### config.mk
export PLATFORM = sky130hd
export DESIGN_NAME = long_press_power_off_detector_core
export DESIGN_NICKNAME = d
export VERILOG_FILES = /design/src/hw/rtl/lppo_pkg.sv /design/src/hw/rtl/lppo_cfg_regs.sv /design/src/hw/rtl/lppo_update.sv /design/src/hw/rtl/long_press_power_off_detector_core.sv
export SDC_FILE = /design/constraint.sdc
export NUM_CORES = 1
export LEC_CHECK = 0
export BUFFER_PORTS_ARGS = -buffer_cell sky130_fd_sc_hd__buf_2
export CAP_MARGIN = 20
export CORE_MARGIN = 10
export CORE_UTILIZATION = 36
export DETAILED_ROUTE_END_ITERATION = 6
export PLACE_DENSITY = 0.65
export SYNTH_ARGS = -nofsm -noshare
export SYNTH_HDL_FRONTEND = slang
export SYNTH_SLANG_ARGS = --single-unit
### constraint.sdc
create_clock -name clk -period 4 [get_ports clk]
set_clock_uncertainty 0.2 [all_clocks]
set_input_delay 1 -clock clk [delete_from_list [all_inputs] [get_ports clk]]
set_output_delay 1 -clock clk [all_outputs]
set_load 0.02 [all_outputs]
### src/hw/rtl/lppo_pkg.sv
// Shared types and constants for the long-press power-off detector.
// No dependencies; every other file imports this package.
`timescale 1ns / 1ps
`default_nettype none

package lppo_pkg;

  localparam int unsigned CfgIdxW = 2;

  localparam logic [CfgIdxW-1:0] CFG_DEBOUNCE_SAMPLES = 2'd0;
  localparam logic [CfgIdxW-1:0] CFG_HOLD_THRESHOLD   = 2'd1;
  localparam logic [CfgIdxW-1:0] CFG_RELEASE_SAMPLES  = 2'd2;

  localparam logic [7:0]  DEBOUNCE_SAMPLES_RST = 8'd10;
  localparam logic [15:0] HOLD_THRESHOLD_RST   = 16'd1500;
  localparam logic [7:0]  RELEASE_SAMPLES_RST  = 8'd3;

  typedef struct packed {
    logic pin_a_level;
    logic pin_b_level;
  } lppo_in_t;

  typedef struct packed {
    logic        key_pressed;
    logic        armed;
    logic        debounced_press;
    logic [15:0] hold_ticks;
    logic        power_off;
  } lppo_out_t;

  typedef struct packed {
    logic [7:0]  debounce_samples;
    logic [15:0] hold_threshold;
    logic [7:0]  release_samples;
  } lppo_cfg_t;

endpackage

`default_nettype wire

### src/hw/rtl/lppo_cfg_regs.sv
// Configuration register file of the detector.
// Depends on lppo_pkg.
`timescale 1ns / 1ps
`default_nettype none

module lppo_cfg_regs (
  input  wire logic                           clk,
  input  wire logic                           rst,
  input  wire logic                           cfg_valid,
  output logic                                cfg_ready,
  input  wire logic [lppo_pkg::CfgIdxW-1:0]   cfg_index,
  input  wire logic [15:0]                    cfg_data,
  output lppo_pkg::lppo_cfg_t                 cfg
);
  import lppo_pkg::*;

  assign cfg_ready = 1'b1;

  always_ff @(posedge clk) begin
    if (rst) begin
      cfg.debounce_samples <= DEBOUNCE_SAMPLES_RST;
      cfg.hold_threshold   <= HOLD_THRESHOLD_RST;
      cfg.release_samples  <= RELEASE_SAMPLES_RST;
    end else if (cfg_valid) begin
      case (cfg_index)
        CFG_DEBOUNCE_SAMPLES: cfg.debounce_samples <= cfg_data[7:0];
        CFG_HOLD_THRESHOLD:   cfg.hold_threshold   <= cfg_data;
        CFG_RELEASE_SAMPLES:  cfg.release_samples  <= cfg_data[7:0];
        default: ;
      endcase
    end
  end

endmodule

`default_nettype wire

### src/hw/rtl/lppo_update.sv
// Detector state (boot latch, debounce, hold, sticky power-off) and next-state logic.
// Depends on lppo_pkg; result is combinational from the held sample and state.
`timescale 1ns / 1ps
`default_nettype none

module lppo_update (
  input  wire logic                 clk,
  input  wire logic                 rst,
  input  wire logic                 step,
  input  wire lppo_pkg::lppo_in_t   smp,
  input  wire lppo_pkg::lppo_cfg_t  cfg,
  output lppo_pkg::lppo_out_t       res_next
);
  import lppo_pkg::*;

  logic [7:0]  debounce_count, debounce_count_next;
  logic [15:0] hold_count, hold_count_next;
  logic [7:0]  release_count, release_count_next;
  logic        seen_released, seen_released_next;
  logic        off_latched, off_latched_next;
  logic        pressed;

  always_comb begin
    pressed             = ~(smp.pin_a_level & smp.pin_b_level);
    debounce_count_next = debounce_count;
    hold_count_next     = hold_count;
    release_count_next  = release_count;
    seen_released_next  = seen_released;
    off_latched_next    = off_latched;
    if (!off_latched) begin
      if (pressed) begin
        release_count_next = '0;
        if (seen_released) begin
          if (debounce_count < cfg.debounce_samples) begin
            debounce_count_next = debounce_count + 8'd1;
          end else begin
            if (hold_count < cfg.hold_threshold) begin
              hold_count_next = hold_count + 16'd1;
            end
            if (hold_count_next >= cfg.hold_threshold) begin
              off_latched_next = 1'b1;
            end
          end
        end
      end else begin
        debounce_count_next = '0;
        hold_count_next     = '0;
        if (!seen_released) begin
          if (release_count < cfg.release_samples) begin
            release_count_next = release_count + 8'd1;
          end
          if (release_count_next >= cfg.release_samples) begin
            seen_released_next = 1'b1;
          end
        end
      end
    end
    res_next.key_pressed     = pressed;
    res_next.armed           = seen_released_next;
    res_next.debounced_press = (debounce_count_next >= cfg.debounce_samples);
    res_next.hold_ticks      = hold_count_next;
    res_next.power_off       = off_latched_next;
  end

  always_ff @(posedge clk) begin
    if (rst) begin
      debounce_count <= '0;
      hold_count     <= '0;
      release_count  <= '0;
      seen_released  <= 1'b0;
      off_latched    <= 1'b0;
    end else if (step) begin
      debounce_count <= debounce_count_next;
      hold_count     <= hold_count_next;
      release_count  <= release_count_next;
      seen_released  <= seen_released_next;
      off_latched    <= off_latched_next;
    end
  end

  // power-off is sticky until reset
  a_off_sticky: assert property (@(posedge clk) disable iff (rst)
    off_latched |=> off_latched)
    else $error("power-off flag cleared without reset");

  a_off_needs_arm: assert property (@(posedge clk) disable iff (rst)
    off_latched |-> seen_released)
    else $error("power-off set while not armed");

  a_idle_when_unarmed: assert property (@(posedge clk) disable iff (rst)
    !seen_released |-> (debounce_count == 8'd0 && hold_count == 16'd0))
    else $error("counters moved before arming");

  a_release_clears: assert property (@(posedge clk) disable iff (rst)
    (step && !off_latched && smp.pin_a_level && smp.pin_b_level)
      |=> (hold_count == 16'd0 && debounce_count == 8'd0))
    else $error("release did not clear counters");

endmodule

`default_nettype wire

### src/hw/rtl/long_press_power_off_detector_core.sv
// Top level of the long-press power-off detector: sample register, result register.
// Depends on lppo_pkg, lppo_cfg_regs and lppo_update.
//
//   channel   direction  handshake              payload
//   sample    in         sample_valid/stall     lppo_in_t   (two pin levels)
//   result    out        result_valid/stall     lppo_out_t  (one per sample)
//   cfg       in         cfg_valid/cfg_ready    cfg_index, cfg_data
//
// One sample per clock sustained while the result is not stalled; a result is presented once
// its sample has passed the sample register, then the result register, and is taken on an unstalled edge.
// Synchronous reset empties both registers, clears the state, restores defaults.
// A stalled result holds; a sample may still enter the sample register behind it.
// cfg_ready is always high.
`timescale 1ns / 1ps
`default_nettype none

module long_press_power_off_detector_core (
  input  wire logic                          clk,
  input  wire logic                          rst,
  input  wire logic                          sample_valid,
  output logic                               sample_stall,
  input  wire lppo_pkg::lppo_in_t            sample,
  output logic                               result_valid,
  input  wire logic                          result_stall,
  output lppo_pkg::lppo_out_t                result,
  input  wire logic                          cfg_valid,
  output logic                               cfg_ready,
  input  wire logic [lppo_pkg::CfgIdxW-1:0]  cfg_index,
  input  wire logic [15:0]                   cfg_data
);
  import lppo_pkg::*;

  lppo_cfg_t cfg;
  lppo_in_t  smp;
  lppo_out_t res_next;
  logic      smp_valid;
  logic      step;
  logic      res_free;

  lppo_cfg_regs u_cfg (
    .clk       (clk),
    .rst       (rst),
    .cfg_valid (cfg_valid),
    .cfg_ready (cfg_ready),
    .cfg_index (cfg_index),
    .cfg_data  (cfg_data),
    .cfg       (cfg)
  );

  lppo_update u_update (
    .clk      (clk),
    .rst      (rst),
    .step     (step),
    .smp      (smp),
    .cfg      (cfg),
    .res_next (res_next)
  );

  assign res_free     = !result_valid || !result_stall;
  assign step         = smp_valid && res_free;
  assign sample_stall = smp_valid && !res_free;

  always_ff @(posedge clk) begin
    if (rst) begin
      smp_valid <= 1'b0;
    end else if (!sample_stall) begin
      smp_valid <= sample_valid;
    end
  end

  always_ff @(posedge clk) begin
    if (!sample_stall && sample_valid) begin
      smp <= sample;
    end
  end

  always_ff @(posedge clk) begin
    if (rst) begin
      result_valid <= 1'b0;
    end else if (res_free) begin
      result_valid <= smp_valid;
    end
  end

  always_ff @(posedge clk) begin
    if (step) begin
      result <= res_next;
    end
  end

endmodule

`default_nettype wire

==> results of run 1 <==
worst max-delay path by stage:
stage	from	to	slack (ns)	cells after the start
6_report	u_update.hold_count[15]	result[0]	0.25	14
5_1_grt	u_cfg.cfg[23]	result[0]	0.04	16
4_1_cts	u_cfg.cfg[17]	result[0]	0.12	15
3_5_place_dp	u_cfg.cfg[17]	result[0]	0.15	15
3_3_place_gp	u_cfg.cfg[17]	result[0]	0.24	17
2_1_floorplan	u_cfg.cfg[17]	result[0]	0.36	15
critical path, delay by kind of cell (launching register included):
family	cells	cell delay [ns]
compound gates	8	1.60
flops	1	0.39
fa+ha+maj	2	0.61
simple gates	2	0.27
buf+inv	1	0.16
mux	1	0.28
layer usage:
layer	GRT usage	part of all wire	wire, µm
met1	0.210	0.52	8220
met2	0.193	0.39	6120
met3	0.0316	0.070	1100
met4	0.0550	0.018	288
met5	0	0	0
cell type report:
type	count	share of cell area
inverters	43	0.0237
repair buffers	78	0.0696
flip-flops and latches	90	0.297
clock buffers	10	0.0336
clock inverters	6	0.00954
well taps	216	0.0396
multi-input cells	529	0.527
sequential cells by signal (all words and copies together) (netlist names), 2 cells and up:
name and cells:
u_update.release_count 8, u_update.hold_count 16, smp 2, u_update.debounce_count 8, u_cfg.cfg 32, result 20
cells in the final DEF (no fill, tap or decap), types with 5 or more instances in the layout:
master | synthesis | final
nand2_1 | 82 | 82
dfxtp_1 | 68 | 68
ha_1 | 64 | 64
a21oi_1 | 51 | 51
nor2_1 | 47 | 47
buf_2 | 8 | 46
inv_1 | 42 | 42
o21ai_0 | 39 | 38
buf_4 | 1 | 31
nand3_1 | 23 | 23
edfxtp_1 | 22 | 22
o31ai_1 | 15 | 15
a31oi_1 | 16 | 15
xor2_1 | 15 | 15
a21o_1 | 14 | 14
or3_1 | 13 | 13
o211ai_1 | 13 | 13
nand4_1 | 13 | 13
mux2i_1 | 10 | 10
xnor2_1 | 10 | 10
nor3_1 | 9 | 9
o21a_1 | 10 | 9
clkbuf_16 | 0 | 9
o311ai_0 | 8 | 8
nand2b_1 | 8 | 8
and3_1 | 7 | 7
o41ai_1 | 8 | 7
and2_1 | 5 | 5
nor2b_1 | 5 | 5
cells in the mapped netlist (3+ instances only):
cell,number
buf_2,8
a31o_2,3
and2_1,5
edfxtp_1,22
and3_1,7
nand2_1,82
a31oi_1,16
xor2_1,15
nor3_1,9
inv_1,42
or3_1,13
o311ai_0,8
nand2b_1,8
o21a_1,10
nand3_1,23
buf_1,3
nor2_1,47
o21ai_0,39
ha_1,64
xnor2_1,10
o31ai_1,15
o211ai_1,13
dfxtp_1,68
a21o_1,14
a21oi_1,51
a211oi_1,3
or4_1,4
nand4_1,13
clkbuf_1,29
nor2b_1,5
mux2i_1,10
o41ai_1,8
power groups by stage:
stage / sequential, W / combinational, W / clock, W
6_report: 0.000963 / 0.000179 / 0.000867
2_1_floorplan: 0.000995 / 0.000101 / 0
3_5_place_dp: 0.000983 / 0.000178 / 0
4_1_cts: 0.000963 / 0.000179 / 0.000884
5_1_grt: 0.000965 / 0.000200 / 0.000915
3_3_place_gp: 0.000983 / 0.000177 / 0
stage by stage:
| step | std cells | hold WS, ns | setup WS, ns | power [W] | cell area [µm²] |
|---|---|---|---|---|---|
| floorplan | 703 | 0.236 | 0.356 | 0.00110 | 5910 |
| global placement | 954 | 0.245 | 0.235 | 0.00116 | 6480 |
| detailed placement | 954 | 0.248 | 0.155 | 0.00116 | 6480 |
| CTS | 970 | 0.257 | 0.120 | 0.00203 | 6770 |
| global route | 972 | 0.280 | 0.0416 | 0.00208 | 6820 |
| finish | 972 | 0.255 | 0.248 | 0.00201 | 6820 |
repair_timing:
action                     in CTS  in global routing
setup endpoints to repair       0                  2
setup buffers                   0                  2
gates resized for setup         0                  8
hold buffers                    0                  0
cell families (layout without fill, tap and decap cells):
kind of cell | count (synthesis) | after routing
AND/OR/NAND/NOR | 226 | 226
other | 1 | 1
flip-flops | 90 | 90
AO/OA/AOI/OAI | 201 | 201
multiplexers | 12 | 12
XOR/XNOR | 25 | 25
buffers and inverters | 84 | 137
adder cells (fa/ha/maj) | 64 | 64
==> flow_summary_export.csv, run 1 <==
group,metric,value,unit
hold_path,hold_start,"u_cfg.cfg[22]",
global_routing,grt_use_total,0.142,
die,dieWidth,148,µm
clock_network,cts_root_buf,"clkbuf_16",
synth,synth_cells,703,
run_status,outcome,"finished with violations",
drt,drt_iter0_markers,465,
drt,ant_nets,0,
drt,wire_per_inst,16.2,µm
worst_setup_path,required,3.91,ns
clock_network,cts_tree,"done",
die,die_h,148,µm
die,ios,48,
worst_setup_path,cp_cell_sequence,"ha_1 > nand4_1 > a211oi_1 > nand4_1 > o21a_2 > buf_4 > mux2_2 > ha_1 > a21o_1 > a21o_1 > a21o_1 > a31oi_2 > o41ai_2 > o21a_1",
synth,ys_seq_area_frac,0.342,
worst_setup_path,worstReg2RegStart,"u_update.hold_count[15]",
global_routing,first_global_vias,4814,
power,p_comb_frac,0.089,
power,vdd_drop_max,0.000210,V
place,place_congestion,0.914,
power,p_switching,0.000509,W
hold_path,min_path_cells,2,
synth,synthesis.area,5910,µm²
final_layout,multiInputGateArea,3590,µm²
worst_setup_path,cp_data_arrival_time,3.67,ns
global_routing,gr-total-overflow,0,
sta,hold_viol,0,
final_layout,drive_gt1_frac,0.143,
clock_network,clkLatencyLatePin,0.36,ns
synth,synth-xor-area-share,0.0370,
worst_setup_path,crit_path_top_delay_cell,"dfxtp_1",
power,clkPwrFrac,0.432,
synth,synth_largest_area_cell,"dfxtp_1",
final_layout,final_net_count,840,
run_status,violations,"DRC",
global_routing,antenna_found_initial,0,
power,power_switching_share,0.253,
power,internal_power,0.00150,W
synth,synth_top_cell_area_share,0.230,
drt,drc_errors,2,
synth,synthArstFlopShare,0,
final_layout,area_growth,15.3,%
sta,period_needed,3.75,ns
drt,dr.pass1.iters,7,
synth,synth-simple-area-share,0.180,
sta,fmax,267,MHz
die,num_rows,46,
place,dp_hpwl,11.7,mm
hold_path,min_path_type,"reg2reg",
power,power_frac_seq,0.479,
die,dieArea,22000,µm²
power,powerDensity,295,nW/µm²
worst_setup_path,r2r_end,"result[0]",
synth,synth_flop_cell,"dfxtp_1",
sta,fin_crit_sh,0.938,
sta,setup_tns,0,ns
synth,synth_area_per_cell,8.41,µm²
hold_path,worstHoldEndpoint,"u_cfg.cfg[22]",
worst_setup_path,slowest_delay,0.39,ns
synth,synth_top_family_by_area,"compound AO/OA/AOI/OAI gates",
synth,yosys-top-cells-area,"dfxtp_1, ha_1, edfxtp_1",
place,numPortBuffers,46,
synth,synthesis.nets,792,
synth,ys_warn_count,0,
final_layout,num-fill-cells,1650,
sta,slew_violations,0,
die,fp.coreArea,16000,µm²
synth,synth_edf_count,22,
synth,synth_compound_area_frac,0.228,
worst_setup_path,start_kind,"flop",
sta,slew_headroom,0.434,
synth,yosysUniqueCellTypes,60,
global_routing,grt_pass1_wl,25.5,mm
clock_network,htreeDepth,3,
global_routing,grt_max_degree,35,
die,initial_core_util,0.370,
power,leakagePower,2.94,nW
drt,route.vias.total,5233,
worst_setup_path,critPathCaptureType,"flop",
drt,post_drt_via_cell_ratio,5.38,
worst_setup_path,critPathKind,"reg2reg",
worst_setup_path,rr_worst_depth,14,
clock_network,clock_sink_count,90,
clock_network,clk_pin_slew,0.07,ns
sta,setup_viol,0,
sta,tightestPinTransition,0.846,ns
final_layout,regArea,2020,µm²
synth,ys_ff_latch,90,
drt,drt-total-wl,15.7,mm
worst_setup_path,worst-path-max-fanout,6,
job,maxCapViolations,0,
final_layout,n_antenna_cell,0,
sta,rsz0062_at_grt,"no",
clock_network,cts_made_buffers,9,
worst_setup_path,reg2reg_slack,0.25,ns
synth,synth_fa_ha_area_frac,0.135,
clock_network,clockBufferDepth,2,
worst_setup_path,crit_path_frequent_cell,"a21o_1",
synth,synth.area.mux_share,0.0207,
final_layout,utilization,0.426,
(Power assumes the default switching activity.)
==> run 2, diff against run 1 <==
CTS_BUF_LIST = sky130_fd_sc_hd__clkbuf_4 sky130_fd_sc_hd__clkbuf_8   (was default)
==> run 2 against run 1 <==
Net effect:
- the run now ends clean
- largest cell class unchanged
- cell count is the same
- highest routed layer unchanged
- wire length rose by 0.20%
- critical endpoint unchanged
- worst setup slack better by 0.021 ns
- final area shrank 1.4%
==> flow_summary_export.csv, run 2 (synthesis results as in run 1) <==
group,metric,value,unit
worst_setup_path,critPathKind,"reg2reg",
clock_network,cts_made_buffers,9,
final_layout,area_growth,13.6,%
run_status,outcome,"completed",
die,dieArea,22000,µm²
drt,dr.pass1.iters,5,
worst_setup_path,critPathCaptureType,"flop",
sta,period_needed,3.73,ns
clock_network,clkLatencyLatePin,0.39,ns
sta,setup_tns,0,ns
final_layout,regArea,2020,µm²
power,leakagePower,2.90,nW
worst_setup_path,startpoint,"u_update.hold_count[15]",
job,maxCapViolations,0,
global_routing,gr-total-overflow,0,
worst_setup_path,required,3.94,ns
drt,route.vias.total,5256,
place,numPortBuffers,46,
clock_network,clk_pin_slew,0.09,ns
sta,slew_violations,0,
clock_network,clockBufferDepth,2,
global_routing,antenna_found_initial,0,
sta,fin_crit_sh,0.933,
die,initial_core_util,0.370,
sta,hold_viol,0,
drt,ant_nets,0,
global_routing,grt_pass1_wl,25.4,mm
final_layout,layout_common_cells,"nand2_1, dfxtp_1, ha_1",
final_layout,top_regs,"u_cfg.cfg: 32 flops, result: 20 flops, u_update.hold_count: 16 flops",
die,dieWidth,148,µm
sta,rsz0062_at_grt,"no",
clock_network,cts_root_buf,"clkbuf_8",
sta,fmax,268,MHz
global_routing,grt_use_total,0.142,
hold_path,min_path_type,"reg2reg",
global_routing,grt_max_degree,35,
worst_setup_path,worstReg2RegStart,"u_update.hold_count[15]",
clock_network,htreeDepth,3,
sta,slew_headroom,0.440,
place,place_congestion,0.914,
final_layout,drive_gt1_frac,0.144,
drt,drc_errors,0,
drt,drt_iter0_markers,463,
worst_setup_path,worst-path-max-fanout,6,
global_routing,first_global_vias,4821,
power,vdd_drop_max,0.000159,V
drt,wire_per_inst,16.2,µm
die,die_h,148,µm
final_layout,largest_reg_flops,32,
die,ios,48,
final_layout,n_antenna_cell,0,
final_layout,top_register,"u_cfg.cfg",
sta,hold_ws,0.259,ns
place,dp_hpwl,11.7,mm
worst_setup_path,cp_data_arrival_time,3.68,ns
power,total_power,0.00179,W
clock_network,cts_tree,"done",
clock_network,clock_sink_count,90,
hold_path,hold_start,"u_cfg.cfg[22]",
sta,tightestPinTransition,0.837,ns
power,powerDensity,267,nW/µm²
final_layout,multiInputGateArea,3590,µm²
final_layout,mostFrequentLayoutCell,"nand2_1",
final_layout,num-fill-cells,1668,
die,num_rows,46,
final_layout,final_net_count,840,
drt,drt-total-wl,15.8,mm
sta,setup_viol,0,
die,fp.coreArea,16000,µm²
drt,post_drt_via_cell_ratio,5.41,
worst_setup_path,start_kind,"flop",
==> run 2: stage by stage <==
stage          std cells  worst slack, ns  area [µm²]  utilization
2_1_floorplan        703            0.356        5910            -
3_3_place_gp         954            0.235        6480        0.405
3_5_place_dp         954            0.155        6480        0.405
4_1_cts              970            0.115        6670        0.417
5_1_grt              972           0.0393        6720        0.420
6_report             972            0.269        6720        0.420
==> run 2: metal layers <==
metal | global-route usage | up-vias | wire length (µm)
li1 | - | 2655 | -
met1 | 0.210 | 2407 | 8170
met3 | 0.0325 | 18 | 1170
met5 | 0 | - | 0
met2 | 0.193 | 176 | 6210
met4 | 0.0491 | 0 | 214
==> run 2: critical path: stages, from the launching register on <==
cell      delay (ns)
dfxtp_1         0.39
ha_1            0.35
nand4_1         0.14
a211oi_1        0.37
nand4_1         0.14
o21a_2          0.26
buf_4           0.16
mux2_2          0.28
ha_1            0.27
a21o_1          0.15
a21o_1          0.17
a21o_1          0.18
a31oi_2         0.22
o41ai_2         0.11
o21a_1          0.13
==> run 2: timing repair <==
action                                  4_1_cts  5_1_grt
buffers inserted                              0        2
hold buffers                                  0        0
gates resized for setup                       0        8
endpoints found under the setup margin        0        2
==> run 2: final timing paths <==
kind	to	slack (ns)	cells after the start
worst min-delay path	u_cfg.cfg[22]	0.26	2
worst max register to register	result[0]	0.27	14
worst max-delay path	result[0]	0.27	14
worst min register to register	u_cfg.cfg[22]	0.26	2
==> run 2: layout make-up <==
type,instances,share of cell area
clock buffers,10,0.0196
clock inverters,6,0.00968
inverters,43,0.0240
multi-input cells,529,0.535
well taps,216,0.0402
flip-flops and latches,90,0.301
repair buffers,78,0.0706
==> run 2: where the power goes <==
part,leakage (nW),switching (W),internal (W)
combinational,2.04,0.000121,0.0000587
sequential,0.753,0.00000836,0.000953
clock,0.105,0.000351,0.000299
total,2.90,0.000481,0.00131
==> run 3, diff against run 2 <==
ABC_AREA = 1   (was default)
CORE_UTILIZATION = 55   (was 36)
PLACE_DENSITY = 0.86   (was 0.65)
==> run 3 against run 2 <==
Net effect:
- largest cell class unchanged
- highest routed layer unchanged
- power grew 5.1%
- critical path depth is 5 higher
- critical endpoint unchanged
- synthesized cell count increased by 18%
==> flow_summary_export.csv, run 3 <==
group,metric,value,unit
die,num_rows,39,
place,dp_hpwl,11.0,mm
synth,yosysUniqueCellTypes,42,
worst_setup_path,cp_data_arrival_time,3.56,ns
drt,dr.pass1.iters,5,
clock_network,cts_tree,"done",
final_layout,area_growth,8.05,%
clock_network,post_cts_buffers,0,
synth,ys_warn_count,0,
sta,setup_tns,0,ns
clock_network,clk_pin_slew,0.09,ns
synth,synth_area_per_cell,7.59,µm²
synth,synth-xor-area-share,0.0111,
synth,synth_common_cells,"nand2_1, inv_1, a21oi_1",
clock_network,htreeDepth,3,
sta,tightestPinTransition,0.779,ns
sta,rsz0062_at_grt,"no",
clock_network,cts_root_buf,"clkbuf_8",
synth,synth_top_cell_area_share,0.216,
final_layout,final_net_count,957,
power,vdd_drop_max,0.000205,V
drt,wire_per_inst,14.8,µm
sta,slew_violations,0,
sta,fmax,285,MHz
final_layout,drive_gt1_frac,0.211,
final_layout,design_area,6820,µm²
drt,drt_iter0_markers,492,
hold_path,min_path_type,"reg2reg",
global_routing,first_global_vias,5405,
worst_setup_path,critPathKind,"reg2reg",
die,fp.coreArea,11300,µm²
global_routing,gr-total-overflow,0,
final_layout,largest_reg_flops,32,
global_routing,grt_pass1_wl,25.5,mm
final_layout,layout_common_cells,"nand2_1, inv_1, a21oi_1",
synth,synth_largest_area_cell,"dfxtp_1",
clock_network,clockBufferDepth,2,
die,dieArea,16200,µm²
worst_setup_path,critPathCaptureType,"flop",
place,place_congestion,0.907,
final_layout,n_antenna_cell,0,
final_layout,num-fill-cells,1003,
global_routing,grt_max_degree,45,
synth,synth.most_common_cell,"nand2_1",
synth,synthesis.nets,920,
drt,route.vias.total,5574,
sta,setup_viol,0,
final_layout,mostFrequentLayoutCell,"nand2_1",
sta,slew_headroom,0.480,
run_status,outcome,"completed",
worst_setup_path,start_kind,"flop",
final_layout,top_register,"u_cfg.cfg",
synth,synth-simple-area-share,0.276,
job,maxCapViolations,0,
drt,drt-total-wl,15.1,mm
clock_network,clkLatencyLatePin,0.39,ns
synth,synthArstFlopShare,0,
die,dieWidth,127,µm
die,die_h,127,µm
sta,hold_viol,0,
clock_network,clock_sink_count,90,
worst_setup_path,required,4.05,ns
die,initial_core_util,0.557,
drt,drc_errors,0,
clock_network,post_cts_resized,0,
synth,synth_compound_area_frac,0.169,
sta,period_needed,3.51,ns
place,numPortBuffers,46,
worst_setup_path,worst-path-max-fanout,11,
place,dpl_cell_area,6610,µm²
synth,synth_flop_cell,"dfxtp_1",
final_layout,top_regs,"u_cfg.cfg: 32 flops, result: 20 flops, u_update.hold_count: 16 flops",
power,powerDensity,276,nW/µm²
global_routing,grt_use_total,0.188,
synth,synth.area.mux_share,0,
global_routing,antenna_found_initial,0,
drt,post_drt_via_cell_ratio,5.49,
sta,fin_crit_sh,0.876,
synth,ys_ff_latch,90,
clock_network,cts_made_buffers,9,
die,ios,48,
synth,synth_top_family_by_area,"simple AND/OR/NAND/NOR gates",
synth,yosys-top-cells-area,"dfxtp_1, ha_1, nand2_1",
power,leakagePower,3.03,nW
clock_network,holdBufCountCts,0,
synth,ys_seq_area_frac,0.320,
synth,synth_edf_count,22,
drt,ant_nets,0,
synth,synth_cells,831,
synth,synthesis.area,6310,µm²
synth,synth_fa_ha_area_frac,0.127,
run 3: changes by cell type in the layout (fill, tap and decap cells not counted), moves of 24 or more:
cell | before | now
a21oi_2 | 0 | 24
nand2_1 | 82 | 177
inv_1 | 42 | 106
nand3_2 | 0 | 32
a21oi_1 | 51 | 77
nand2_2 | 0 | 37
buf_4 | 31 | 5
run 3: final timing paths:
path | from | endpoint | slack (ns) | cells past startpoint
max | u_update.hold_count[9] | result[0] | 0.49 | 19
min | u_cfg.cfg[29] | u_cfg.cfg[29] | 0.29 | 2
max reg2reg | u_update.hold_count[9] | result[0] | 0.49 | 19
min reg2reg | u_cfg.cfg[29] | u_cfg.cfg[29] | 0.29 | 2
run 3: per-layer routing:
layer  GRT usage  part of all wire
met3      0.0314             0.054
met2       0.313              0.48
met4      0.0877             0.022
met1       0.230              0.44
met5           0                 0
run 3: power breakdown:
part	total [W]	switching, W	internal, W
Clock	0.000675	0.000348	0.000326
Combinational	0.000230	0.000156	0.0000736
Sequential	0.000979	0.0000155	0.000964
Total	0.00188	0.000520	0.00136
run 3: cell type report:
class / instances / area [µm²] / area share
clock buffer: 11 / 151 / 0.0222
clock inverter: 5 / 61.3 / 0.00899
inverter: 116 / 453 / 0.0664
multi-input combinational: 600 / 3680 / 0.540
sequential: 90 / 2020 / 0.297
tap: 143 / 179 / 0.0262
timing repair buffer: 51 / 268 / 0.0393
run 3: cells by family (layout without fill, tap and decap cells):
logic type	Yosys count	count (layout)
buffers and inverters	141	183
DFF	90	90
and+or+nand+nor	346	346
AOI/OAI and AO/OA	181	181
adders and majority gates	64	64
xor gates and xnor gates	8	8
other	1	1
run 3: metrics by stage:
step | cells | setup WS, ns | hold slack [ns] | power (W) | utilization
floorplan | 831 | 1.09 | 0.257 | 0.00116 | -
global placement | 1000 | 0.730 | 0.275 | 0.00122 | 0.583
detailed placement | 1000 | 0.616 | 0.282 | 0.00123 | 0.583
CTS | 1016 | 0.585 | 0.297 | 0.00190 | 0.602
global route | 1016 | 0.287 | 0.322 | 0.00196 | 0.602
finish | 1016 | 0.494 | 0.293 | 0.00188 | 0.602
run 3: worst max-delay path, stage by stage (launching register included):
cell      delay (ns)
dfxtp_1         0.43
ha_1            0.35
a21oi_1         0.07
o21ai_0         0.18
nand2_1         0.07
nand2_1         0.35
bufinv_8        0.29
nand2_2         0.12
nand2_1         0.08
nand2_2         0.08
inv_1           0.04
ha_1            0.28
nand2_1         0.07
inv_1           0.05
nand3_1         0.08
nor3_1          0.26
nand3_1         0.12
nand3_1         0.11
nand3_2         0.07
nand2_1         0.07
